==> src/sle_pkg.sv <==
package sle_pkg;

   localparam int CAPACITY   = 1024;
   localparam int ADDR_W     = $clog2(CAPACITY);
   localparam int LEN_W      = $clog2(CAPACITY + 1);
   localparam int KIND_W     = 3;
   localparam int POS_W      = 11;
   localparam int VAL_W      = 32;
   localparam int STAT_W     = 2;
   localparam int SUM_W      = 64;
   localparam int CMP_W      = (LEN_W > POS_W) ? LEN_W : POS_W;
   localparam int REQ_DATA_W = ((POS_W + VAL_W + 7) / 8) * 8;
   localparam int RSP_DATA_W = ((STAT_W + POS_W + SUM_W + 7) / 8) * 8;

   typedef enum logic [KIND_W-1:0] {
      KIND_INSERT  = 3'd0,
      KIND_REMOVE  = 3'd1,
      KIND_REVERSE = 3'd2,
      KIND_FIND    = 3'd3,
      KIND_SUM     = 3'd4
   } sle_kind_type;

   typedef enum logic [STAT_W-1:0] {
      STAT_OK      = 2'd0,
      STAT_RANGE   = 2'd1,
      STAT_MISSING = 2'd2,
      STAT_FULL    = 2'd3
   } sle_status_type;

   typedef enum logic [3:0] {
      S_IDLE,
      S_START,
      S_SWEEP,
      S_DRAIN,
      S_PUT,
      S_REV_RLO,
      S_REV_RHI,
      S_REV_WLO,
      S_REV_WHI,
      S_DONE
   } sle_state_type;

   typedef struct packed {
      logic load;
      logic sweep_init;
      logic sweep_rd;
      logic put;
      logic rev_init;
      logic rd_lo;
      logic rd_hi;
      logic wr_lo;
      logic wr_hi;
      logic finish;
   } sle_cmd_type;

   typedef struct packed {
      logic [KIND_W-1:0] kind;
      logic              range_err;
      logic              full;
      logic              len_zero;
      logic              len_le1;
      logic              ins_empty;
      logic              sweep_last;
      logic              rev_next;
      logic              rsp_free;
   } sle_stat_type;

endpackage

==> src/sle_ctrl.sv <==
module sle_ctrl
   import sle_pkg::*;
(
   input  logic         clock,
   input  logic         reset,
   input  logic         req_tvalid,
   output logic         req_tready,
   input  sle_stat_type stat,
   output sle_cmd_type  cmd
);

   sle_state_type state_ff, state_in;

   always_ff @(posedge clock) begin
      if (reset) begin
         state_ff <= S_IDLE;
      end else begin
         state_ff <= state_in;
      end
   end

   always_comb begin
      state_in   = state_ff;
      cmd        = '0;
      req_tready = 1'b0;

      unique case (state_ff)
         S_IDLE: begin
            req_tready = 1'b1;
            if (req_tvalid) begin
               cmd.load = 1'b1;
               state_in = S_START;
            end
         end
         S_START: begin
            unique case (stat.kind)
               KIND_INSERT: begin
                  if (stat.range_err || stat.full) begin
                     state_in = S_DONE;
                  end else if (stat.ins_empty) begin
                     state_in = S_PUT;
                  end else begin
                     cmd.sweep_init = 1'b1;
                     state_in       = S_SWEEP;
                  end
               end
               KIND_REMOVE, KIND_FIND, KIND_SUM: begin
                  if (stat.len_zero) begin
                     state_in = S_DONE;
                  end else begin
                     cmd.sweep_init = 1'b1;
                     state_in       = S_SWEEP;
                  end
               end
               KIND_REVERSE: begin
                  if (stat.len_le1) begin
                     state_in = S_DONE;
                  end else begin
                     cmd.rev_init = 1'b1;
                     state_in     = S_REV_RLO;
                  end
               end
               default: begin
                  state_in = S_DONE;
               end
            endcase
         end
         S_SWEEP: begin
            cmd.sweep_rd = 1'b1;
            if (stat.sweep_last) begin
               state_in = S_DRAIN;
            end
         end
         S_DRAIN: begin
            // The last element read is handled by the datapath in this cycle.
            state_in = (stat.kind == KIND_INSERT) ? S_PUT : S_DONE;
         end
         S_PUT: begin
            cmd.put  = 1'b1;
            state_in = S_DONE;
         end
         S_REV_RLO: begin
            cmd.rd_lo = 1'b1;
            state_in  = S_REV_RHI;
         end
         S_REV_RHI: begin
            cmd.rd_hi = 1'b1;
            state_in  = S_REV_WLO;
         end
         S_REV_WLO: begin
            cmd.wr_lo = 1'b1;
            state_in  = S_REV_WHI;
         end
         S_REV_WHI: begin
            cmd.wr_hi = 1'b1;
            state_in  = stat.rev_next ? S_REV_RLO : S_DONE;
         end
         S_DONE: begin
            if (stat.rsp_free) begin
               cmd.finish = 1'b1;
               state_in   = S_IDLE;
            end
         end
         default: begin
            state_in = S_IDLE;
         end
      endcase
   end

endmodule

==> config.mk <==
export PLATFORM = sky130hd
export DESIGN_NAME = sle_ctrl
export DESIGN_NICKNAME = d
export VERILOG_FILES = /design/src/sle_pkg.sv /design/src/sle_ctrl.sv
export SDC_FILE = /design/constraint.sdc
export NUM_CORES = 1
export LEC_CHECK = 0
export CAP_MARGIN = 10
export CORE_AREA = 10 10 47 49
export DETAILED_ROUTE_END_ITERATION = 8
export DIE_AREA = 0 0 57 59
export DONT_BUFFER_PORTS = 1
export PLACE_DENSITY = 0.5
export SYNTH_ARGS = -nofsm -noshare
export SYNTH_HDL_FRONTEND = slang
export SYNTH_SLANG_ARGS = --single-unit
==> constraint.sdc <==
create_clock -name clock -period 1.3 [get_ports clock]
set_clock_uncertainty 0.05 [all_clocks]
set_input_delay 0.065 -clock clock [delete_from_list [all_inputs] [get_ports clock]]
set_output_delay 0.065 -clock clock [all_outputs]
set_load 0.005 [all_outputs]
=== Word-level counts from Yosys, hierarchy flattened ===
Cells that the tools add are included.

* Latch bits: 0
* Logic and storage cells: 52
* Bits in writable memories: 0
* Bits in read-only memories: 0
* Output and inout bits: 11
* Bits of input ports: 14
* Flip-flop bits (word level): 4
* Memories: 0

* Reductions and logical operators: 5
* Add/subtract/negate cells: 0
* Multiply operators: 0
* $lt $le $gt $ge: 0
* Shift-type cells: 0
* Bitwise operators: 0
* Div/mod/pow operators: 0
* Eq/ne operators: 16
* Multiplexer cells: 30

{| class="wikitable"
|+ Operators by type and width
! kind !! count
|-
| 4-bit one-hot mux with 10 select lines || 1
|-
| 4-bit 2-to-1 mux || 8
|-
| 1-bit 2-to-1 mux || 18
|-
| 4-bit by 3-bit == test with 1-bit output, second input constant || 4
|-
| 4-bit one-hot mux with 3 select lines || 1
|-
| 4-bit by 2-bit == test with 1-bit output, second input constant || 2
|-
| 4-bit == test, second input constant || 2
|-
| 3-bit by 2-bit == test with 1-bit output, second input constant || 2
|-
| 2-bit != test, second input constant || 3
|-
| 4-bit by 1-bit == test with 1-bit output, second input constant || 1
|-
| 4-bit zero test || 1
|-
| 3-bit by 1-bit == test with 1-bit output, second input constant || 1
|-
| 3-bit == test, second input constant || 1
|-
| 3-bit zero test || 1
|-
| 3-bit 2-to-1 mux || 1
|-
| 3-bit AND reduction || 1
|-
| 3-bit OR reduction || 1
|-
| 1-bit one-hot mux with 2 select lines || 1
|-
| 1-bit logical OR || 1
|}

=== Logic depth before layout (Yosys ltp) ===
Gate-level depths: netlist of run 1.

* Word-level depth: 4
* Mapped depth: 6
* Mapped depth without buffers: 5

=== Worst setup path before layout of run 1 ===
OpenSTA, ideal clock, no wires.

* Kind: register to register
* From: reg state_ff[1]
* To: reg state_ff[2]
* Path buffers: 1
* Period minus slack after synthesis: 1392 ps
* Data arrival time: 1277 ps
* Data required time: 1185 ps
* Slack: -92 ps
* Cell stages (with the launch flop): 6
* Setup time: 65 ps
* Cell sequence: dfxtp_1 -> clkbuf_1 -> inv_1 -> o32a_1 -> o221ai_1 -> nor2b_1

* Longest elaborated chain between the ends: 3
* Elaborated cells on any way between the ends: 15
* Those cells by class: eq/ne (12); mux (1); reduce/logical (2)

{| class="wikitable"
|+ RTL lines
! item !! line !! text
|-
| start, declared || sle_ctrl.sv:12 || <nowiki>sle_state_type state_ff, state_in;</nowiki>
|-
| start signal, assigned || sle_ctrl.sv:18 || <nowiki>state_ff <= state_in;</nowiki>
|-
| 4-bit by 2-bit == test with 1-bit output, or another cell as far along || sle_ctrl.sv:27 || <nowiki>unique case (state_ff)</nowiki>
|-
| 2-bit != test (no source line) || -- ||
|-
| 3-bit AND reduction (no source line) || -- ||
|}

Several ways; a longest one is shown, not always the timed one.
A chain may end at the register's enable or synchronous reset.

==> impl_metrics.yaml, run 1 <==
outcome:
  status: "finished with violations"
  failed_checks: "setup timing"
timing:
  finalHoldViolations: 0
  period_needed_ns: 1.35
  holdWs_ns: 0.0202
  max_freq_ghz: 0.738
  fin_ws_ns: -0.0544
  fin_tns_setup_ns: -0.135
  setup_viol: 4
  maxSlewHeadroom_pct: 80.1
  report.final.slew_viol_count: 0
  rsz0062_at_grt: "true"
  worst_pin_slew_ns: 0.294
  fin_crit_sh_pct: 104
die:
  rows: 14
  start_util_pct: 32.9
  dieArea_sq_um: 3360
  io_pins: 25
  fp.dieH_um: 59
  coreArea_sq_um: 1400
  dieWidth_um: 57
drt:
  drt_wl_total_mm: 1.63
  post_drt_wl_per_cell_um: 14.9
  drcViolationCount: 0
  dr.pass1.iters: 2
  vias: 590
  ant_nets: 0
  routed_via_density: 5.41
  drtIter0Drc: 1
global_route:
  grt_pass1_vias: 617
  grt_usage_pct: 9.54
  grt-ovfl-total: 0
  grt_max_degree: 10
  grt_pass1_wl_mm: 2.72
  antenna_found_initial: 0
critical_path:
  r2r-start: "state_ff[2]"
  crit_arrival_ns: 1.24
  cpPeakStageDelay_ns: 0.36
  critPathMostFrequentCell: "buf_6"
  rr_worst_depth: 5
  critPathLaunchType: "flop"
  worstPathCellList: "buf_6 > nor3_4 > a21boi_4 > buf_6"
  worstPathMaxFanout: 6
  critical_path_class: "flop to output pin"
  crit_start: "state_ff[1]"
  cp.required_ns: 1.19
  reg2reg_slack_ns: -0.03
  endpoint_kind: "output pin"
  worstReg2RegEnd: "state_ff[2]"
  crit_path_top_delay_cell: "dfxtp_4"
synth:
  synth_nets: 81
  synth-seq-cells: 4
  ys_types: 33
  synth_area_per_cell_sq_um: 6.87
  netlist_area_sq_um: 460
  synth-seq-area-share_pct: 17.4
  yosysWarningCount: 0
  synthCells: 67
place:
  place_ws_ns: -0.0391
  dp_hpwl_mm: 1.29
  gp_congestion: 0.845
  port_buffers: 0
finish:
  fillCellCount: 133
  largest_register_ffs: 4
  drive_gt1_share_pct: 57.0
  top_register: "state_ff"
  reg_top3: "state_ff x4"
  syn2layout_area_growth_pct: 84.5
  fin_util_pct: 60.6
  final_nets: 109
  diodes: 0
hold_path:
  hold_path_depth: 3
  min-delay-start: "stat[1]"
  hp-class: "input pin to flop"
  hold_end: "state_ff[2]"
clock_tree:
  insertion_delay_ns: 0.23
  max-clock-path-buffers: 2
  clkTransAtPathRegs_ns: 0.04
  cts.sink_count: 4
  cts_max_level: 1
  cts-buffers-inserted: 3
  cts-root-buf: "clkbuf_4"
  cts_tree: "yes"
pwr:
  power_density_nw_per_um2: 1070
  p_leak_nw: 0.319
  peakVddDrop_mv: 0.584
job:
  cap_viol_max_count: 0
==> metal layers <==
layer  routed length, um  part of all wire [%]  track usage, %  vias to the layer above
met5                   0                     0               0                        -
met4                   0                     0            3.02                        0
met3                 149                   9.2            3.00                        0
met2                 826                    51            16.9                       20
met1                 650                    40            10.6                      270
li1                    -                     -               -                      300
==> synthesized netlist by cell type <==
cell type	instances	area share [%]
nand2b_1	4	5.4
nor4_1	1	1.4
nor2_1	8	6.5
nor3b_1	1	1.6
nor4b_1	1	1.9
dfxtp_1	4	17
o32a_1	1	2.2
or3_1	1	1.4
o31a_1	1	1.9
nor3_1	7	7.6
or2b_1	1	1.6
o211ai_1	1	1.6
a211o_1	1	1.9
nand2_1	4	3.3
o221ai_1	1	1.9
nor3_2	1	2.2
o41ai_1	1	1.9
or4_4	1	2.4
o21ai_1	1	1.1
or3_4	1	2.4
and2_1	1	1.4
a21boi_2	1	2.4
inv_1	5	4.1
xnor2_1	1	1.9
o311ai_0	1	1.9
clkbuf_1	4	3.3
nand3_1	2	2.2
or4_1	2	3.3
a2111oi_0	1	1.9
a21oi_1	3	3.3
o41a_1	1	2.4
o21a_1	1	1.6
nor2b_1	2	2.7
==> layout by cell type (no fill, tap or decap), types with 3 or more instances in the layout <==
cell	Yosys	routed
nor2_1	8	5
buf_6	0	5
nor3_1	7	3
clkbuf_4	0	3
buf_4	0	19
inv_1	5	5
nand2_1	4	3
dfxtp_4	0	3
nor3_2	1	4
==> worst max-delay path by stage <==
stage             endpoint  slack [ns]  cells after the start
6_report            cmd[8]       -0.05                      4
3_3_place_gp   state_ff[0]       -0.03                      3
5_1_grt        state_ff[2]       -0.11                      5
3_5_place_dp   state_ff[0]       -0.04                      3
2_1_floorplan  state_ff[2]        0.02                      5
4_1_cts             cmd[8]       -0.07                      4
==> final cells by class <==
type	count	area, sq um	area share [%]
well taps	16	20.0	2.36
inverters	5	18.8	2.21
clock buffers	3	22.5	2.65
repair buffers	27	224	26.4
multi-input cells	54	472	55.5
flip-flops and latches	4	92.6	10.9
==> per-stage QoR <==
stage | cell area [sq um] | std cells | total power [mW]
global placement | 607 | 96 | 0.562
floorplan | 477 | 67 | 0.403
CTS | 724 | 104 | 0.800
finish | 850 | 109 | 0.911
detailed placement | 607 | 96 | 0.561
global route | 850 | 109 | 0.985
==> cells by family after synthesis <==
kind of cell,synth area share [%]
and+or+nand+nor,47.3
buffers and inverters,7.34
xor gates and xnor gates,1.90
DFF,17.4
AOI/OAI and AO/OA,26.1
==> power by group <==
part           leakage (nW)  total [mW]  internal (mW)  switching [mW]
Clock                0.0138       0.153          0.103          0.0496
Combinational         0.270       0.567          0.318           0.249
Sequential           0.0353       0.191          0.153          0.0379
==> worst max-delay path: cells and delay by family (launching register included) <==
family | cells | cell delay [ns]
flops | 1 | 0.36
buf+inv | 2 | 0.23
compound gates | 1 | 0.21
simple gates | 1 | 0.20
==> timing repair <==
| action | CTS | global route |
|---|---|---|
| gates resized for setup | 14 | 20 |
| hold buffers | 2 | 0 |
| endpoints found under the hold margin | 3 | 0 |
| pin swaps | 4 | 7 |
| endpoints found under the setup margin | 11 | 12 |
| buffers inserted | 3 | 5 |
(Power assumes the default switching activity.)
==> run 2, diff against run 1 <==
--- a/config.mk
+++ b/config.mk
@@ -5,12 +5,14 @@
 export SDC_FILE = /design/constraint.sdc
 export NUM_CORES = 1
 export LEC_CHECK = 0
+export ABC_AREA = 1
+export BUFFER_PORTS_ARGS = -buffer_cell sky130_fd_sc_hd__buf_2
 export CAP_MARGIN = 10
 export CORE_AREA = 10 10 47 49
+export CTS_CLUSTER_SIZE = 16
 export DETAILED_ROUTE_END_ITERATION = 8
 export DIE_AREA = 0 0 57 59
-export DONT_BUFFER_PORTS = 1
-export PLACE_DENSITY = 0.5
+export PLACE_DENSITY = 0.69
 export SYNTH_ARGS = -nofsm -noshare
 export SYNTH_HDL_FRONTEND = slang
 export SYNTH_SLANG_ARGS = --single-unit
==> impl_metrics.yaml, run 2 <==
place:
  port_buffers: 24
  gp_congestion: 0.780
  dp_hpwl_mm: 1.24
  dpl-instance-area_sq_um: 631
  place_ws_ns: 0.0469
  placed_cells: 136
finish:
  reg_top3: "state_ff x4"
  stdcell_area_sq_um: 756
  fin_util_pct: 53.9
  drive_gt1_share_pct: 41.9
  top_register: "state_ff"
  final_nets: 145
  fillCellCount: 152
  final_cells: 145
  syn2layout_area_growth_pct: 56.5
  final_cell_mix: "nand2_1 (23), buf_2 (23), inv_1 (17), nor2_1 (15)"
  diodes: 0
  largest_register_ffs: 4
critical_path:
  worstPathMaxFanout: 7
  crit_arrival_ns: 1.16
  endpoint_kind: "output pin"
  critPathLaunchType: "flop"
  rr_worst_depth: 8
  cp.required_ns: 1.19
  critical_path_class: "flop to output pin"
outcome:
  status: "completed"
synth:
  synth_nets: 109
  yosys.area.top_type: "nand2_1"
  synth_top_family_by_area: "simple AND/OR/NAND/NOR gates"
  netlist.area_leader.share_pct: 18.7
  synth_compound_area_share_pct: 10.4
  synth_fa_ha_area_share_pct: 0
  muxShareOfSynthArea_pct: 0
  ys_types: 17
  synth-seq-area-share_pct: 16.6
  synth.area.top_cells: "nand2_1 (19%), dfxtp_1 (17%), inv_1 (13%), nor2_1 (12%), nor2_2 (9.1%)"
  synthCells: 95
  post-synth-top-count-cell: "nand2_1"
  netlist_area_sq_um: 483
  yosysWarningCount: 0
  synth-seq-cells: 4
  synth_area_per_cell_sq_um: 5.08
  synth_edf_count: 0
  synthArstFlopShare_pct: 0
  synth_commonest_cells: "nand2_1 (24), inv_1 (17), nor2_1 (16)"
  synth-simple-area-share_pct: 56.7
  yosys.area_share.xor_xnor_pct: 0
  synth-main-ff-cell: "dfxtp_1"
drt:
  drtIter0Drc: 15
  drcViolationCount: 0
  drt_wl_total_mm: 1.60
  ant_nets: 0
  post_drt_wl_per_cell_um: 11.0
  routed_via_density: 4.72
  vias: 685
  dr.pass1.iters: 4
hold_path:
  hold_path_depth: 4
  hp-class: "input pin to flop"
timing:
  period_needed_ns: 1.27
  setup_viol: 0
  rsz0062_at_grt: "true"
  fin_tns_setup_ns: 0
  finalHoldViolations: 0
  maxSlewHeadroom_pct: 80.9
  max_freq_ghz: 0.786
  fin_ws_ns: 0.0280
  holdWs_ns: 0.121
  fin_crit_sh_pct: 97.8
  report.final.slew_viol_count: 0
  worst_pin_slew_ns: 0.284
pwr:
  power_density_nw_per_um2: 1190
  peakVddDrop_mv: 0.673
  p_leak_nw: 0.454
  p_total_uw: 897
clock_tree:
  cts_tree: "yes"
  insertion_delay_ns: 0.23
  cts.sink_count: 4
  clkTransAtPathRegs_ns: 0.04
  cts-root-buf: "clkbuf_4"
  cts_max_level: 1
  max-clock-path-buffers: 2
  cts-buffers-inserted: 3
die:
  start_util_pct: 34.5
  fp.dieH_um: 59
  io_pins: 25
  dieArea_sq_um: 3360
  coreArea_sq_um: 1400
  dieWidth_um: 57
  rows: 14
global_route:
  grt_usage_pct: 8.56
  antenna_found_initial: 0
  grt_pass1_vias: 637
  grt-ovfl-total: 0
  grt_pass1_wl_mm: 2.50
  grt_max_degree: 8
job:
  cap_viol_max_count: 0
## run 2: cell type report
cell class | instances | area [sq um] | area share [%]
multi-input combinational | 70 | 362 | 47.8
timing repair buffer | 31 | 181 | 24.0
sequential | 4 | 86.3 | 11.4
inverter | 21 | 83.8 | 11.1
clock buffer | 3 | 22.5 | 2.98
tap | 16 | 20.0 | 2.65
## run 2: critical path: stages (launching register included)
cell and delay [ns]:
dfxtp_1 0.33, inv_4 0.13, nand2_4 0.07, nor2_4 0.15, and2_4 0.16, buf_6 0.09
## run 2: layer usage
layer,vias up,share of wire [%],track usage [%]
met1,308,40,9.17
met4,0,0,3.02
li1,358,-,-
met5,-,0,0
met2,19,54,15.8
met3,0,6.4,2.15
## run 2: worst paths after layout
kind / end / slack, ns / from
worst max-delay path: cmd[5] / 0.03 / state_ff[2]
worst min-delay path: state_ff[0] / 0.12 / stat[0]
worst max register to register: state_ff[0] / 0.08 / state_ff[0]
worst min register to register: state_ff[1] / 0.65 / state_ff[3]
## run 2: cell families (layout without fill, tap and decap cells)
group | after synthesis | count (layout)
compound gates | 9 | 9
flops | 4 | 4
buf+inv | 21 | 55
simple gates | 61 | 61
## run 2: timing repair
| action | 4_1_cts | 5_1_grt |
|---|---|---|
| setup buffers | 1 | 4 |
| gates resized for setup | 6 | 10 |
| endpoints found under the setup margin | 3 | 12 |
| pin swaps | 2 | 2 |
| hold buffers | 1 | 0 |
| gates cloned | 0 | 0 |
| endpoints found under the hold margin | 3 | 0 |
## run 2: where the power goes
group,internal [mW],switching [mW]
clock,0.103,0.0487
sequential,0.160,0.0466
combinational,0.232,0.306
total,0.495,0.401
==> run 3, diff against run 2 <==
--- a/config.mk
+++ b/config.mk
@@ -6,13 +6,13 @@
 export NUM_CORES = 1
 export LEC_CHECK = 0
 export ABC_AREA = 1
-export BUFFER_PORTS_ARGS = -buffer_cell sky130_fd_sc_hd__buf_2
 export CAP_MARGIN = 10
 export CORE_AREA = 10 10 47 49
 export CTS_CLUSTER_SIZE = 16
 export DETAILED_ROUTE_END_ITERATION = 8
 export DIE_AREA = 0 0 57 59
-export PLACE_DENSITY = 0.69
+export DONT_BUFFER_PORTS = 1
+export PLACE_DENSITY = 0.52
 export SYNTH_ARGS = -nofsm -noshare
 export SYNTH_HDL_FRONTEND = slang
 export SYNTH_SLANG_ARGS = --single-unit
==> impl_metrics.yaml, run 3 (same netlist as run 2, synthesis figures left out) <==
critical_path:
  cpPeakStageDelay_ns: 0.37
  endpoint_kind: "output pin"
  rr_worst_depth: 8
  worstReg2RegEnd: "state_ff[0]"
  crit_path_top_delay_cell: "dfxtp_4"
  worstPathMaxFanout: 4
  r2r-start: "state_ff[3]"
  critical_path_class: "flop to output pin"
  cp.required_ns: 1.19
  worstPathCellList: "inv_4 > nor2_4 > inv_2 > nor3_4 > buf_4"
  reg2reg_slack_ns: 0.11
  cp-endpoint: "cmd[4]"
  crit_start: "state_ff[0]"
  crit_arrival_ns: 1.15
  critPathLaunchType: "flop"
finish:
  final_cell_mix: "nand2_1 (24), inv_1 (17), nor2_1 (15), buf_4 (7)"
  final_cells: 122
  diodes: 0
  largest_register_ffs: 4
  layout_commonest_cell: "nand2_1"
  drive_gt1_share_pct: 28.3
  top_register: "state_ff"
  syn2layout_area_growth_pct: 29.3
  fillCellCount: 165
  final_nets: 122
  reg_top3: "state_ff x4"
  stdcell_area_sq_um: 624
timing:
  rsz0062_at_grt: "true"
  report.final.slew_viol_count: 0
  max_freq_ghz: 0.793
  worst_pin_slew_ns: 0.240
  finalHoldViolations: 0
  period_needed_ns: 1.26
  maxSlewHeadroom_pct: 83.9
  setup_viol: 0
  fin_crit_sh_pct: 97.0
die:
  start_util_pct: 34.5
  dieArea_sq_um: 3360
  dieWidth_um: 57
  coreArea_sq_um: 1400
  io_pins: 25
  rows: 14
  fp.dieH_um: 59
clock_tree:
  clkTransAtPathRegs_ns: 0.03
  cts.sink_count: 4
  insertion_delay_ns: 0.23
  cts_tree: "yes"
  cts-buffers-inserted: 3
  cts_max_level: 1
  max-clock-path-buffers: 2
  cts-root-buf: "clkbuf_4"
job:
  cap_viol_max_count: 0
pwr:
  p_leak_nw: 0.351
  peakVddDrop_mv: 0.768
  p_clk_share_pct: 18.0
  p_switching_uw: 374
  p_seq_share_pct: 25.7
  switching_share_pct: 44.9
  power_density_nw_per_um2: 1330
  p_int_uw: 458
  pwr-share-comb_pct: 56.3
global_route:
  grt-ovfl-total: 0
  antenna_found_initial: 0
  grt_pass1_vias: 563
  grt_usage_pct: 7.82
  grt_pass1_wl_mm: 2.22
  grt_max_degree: 8
place:
  port_buffers: 0
  gp_congestion: 0.797
  dp_hpwl_mm: 1.23
  placed_cells: 117
  dpl-instance-area_sq_um: 548
drt:
  drcViolationCount: 0
  drt_wl_total_mm: 1.46
  drtIter0Drc: 12
  post_drt_wl_per_cell_um: 12.0
  dr.pass1.iters: 4
  ant_nets: 0
  vias: 613
  routed_via_density: 5.02
hold_path:
  hp-class: "input pin to flop"
outcome:
  status: "completed"
==> run 3: repair_timing <==
action,CTS,global route
gates resized for setup,1,12
buffers inserted,0,1
endpoints found under the hold margin,4,0
endpoints found under the setup margin,3,9
hold buffers,1,0
pin swaps,0,1
==> run 3: final cells by class <==
cell class	instances	area, sq um	area share, %
multi-input cells	70	343	54.9
flip-flops and latches	4	92.6	14.8
inverters	21	83.8	13.4
repair buffers	8	62.6	10.0
clock buffers	3	22.5	3.61
well taps	16	20.0	3.21
==> run 3: per-layer routing <==
layer  routed length (um)  vias up  track usage (%)
li1                     -      312                -
met1                  589      273             8.08
met2                  703       24             13.0
met3                  127        4             4.94
met4                   40        0             2.01
met5                    0        -                0
==> run 3: power by group through the flow <==
stage	registers, mW	logic, mW	clock network [mW]
2_1_floorplan	0.189	0.279	0
3_3_place_gp	0.196	0.402	0
3_5_place_dp	0.197	0.404	0
4_1_cts	0.198	0.409	0.159
5_1_grt	0.217	0.522	0.175
6_report	0.214	0.468	0.150
==> run 3: worst min-delay path by stage <==
stage	depth (start not counted)	startpoint	endpoint
2_1_floorplan	1	reset	state_ff[0]
3_3_place_gp	1	reset	state_ff[1]
3_5_place_dp	1	reset	state_ff[1]
4_1_cts	3	stat[0]	state_ff[0]
5_1_grt	3	stat[0]	state_ff[0]
6_report	3	stat[3]	state_ff[1]
==> run 3: metrics by stage <==
| stage | hold slack, ns | setup slack (ns) | TNS (ns) | total power, mW | utilization [%] |
|---|---|---|---|---|---|
| floorplan | 0.0841 | 0.166 | 0 | 0.468 | - |
| finish | 0.0136 | 0.0384 | 0 | 0.832 | 44.6 |
| global placement | 0.0878 | -0.00488 | -0.00488 | 0.599 | 39.1 |
| global route | 0.0115 | -0.0348 | -0.0441 | 0.914 | 44.6 |
| CTS | 0.0114 | 0.00174 | 0 | 0.766 | 41.5 |
| detailed placement | 0.0871 | 0.0263 | 0 | 0.601 | 39.1 |
==> run 3: worst max-delay path, delay by kind of cell, from the launching register on <==
kind	cells	cell delay, ns
AND/OR/NAND/NOR	2	0.29
flip-flops	1	0.37
buffers and inverters	3	0.26
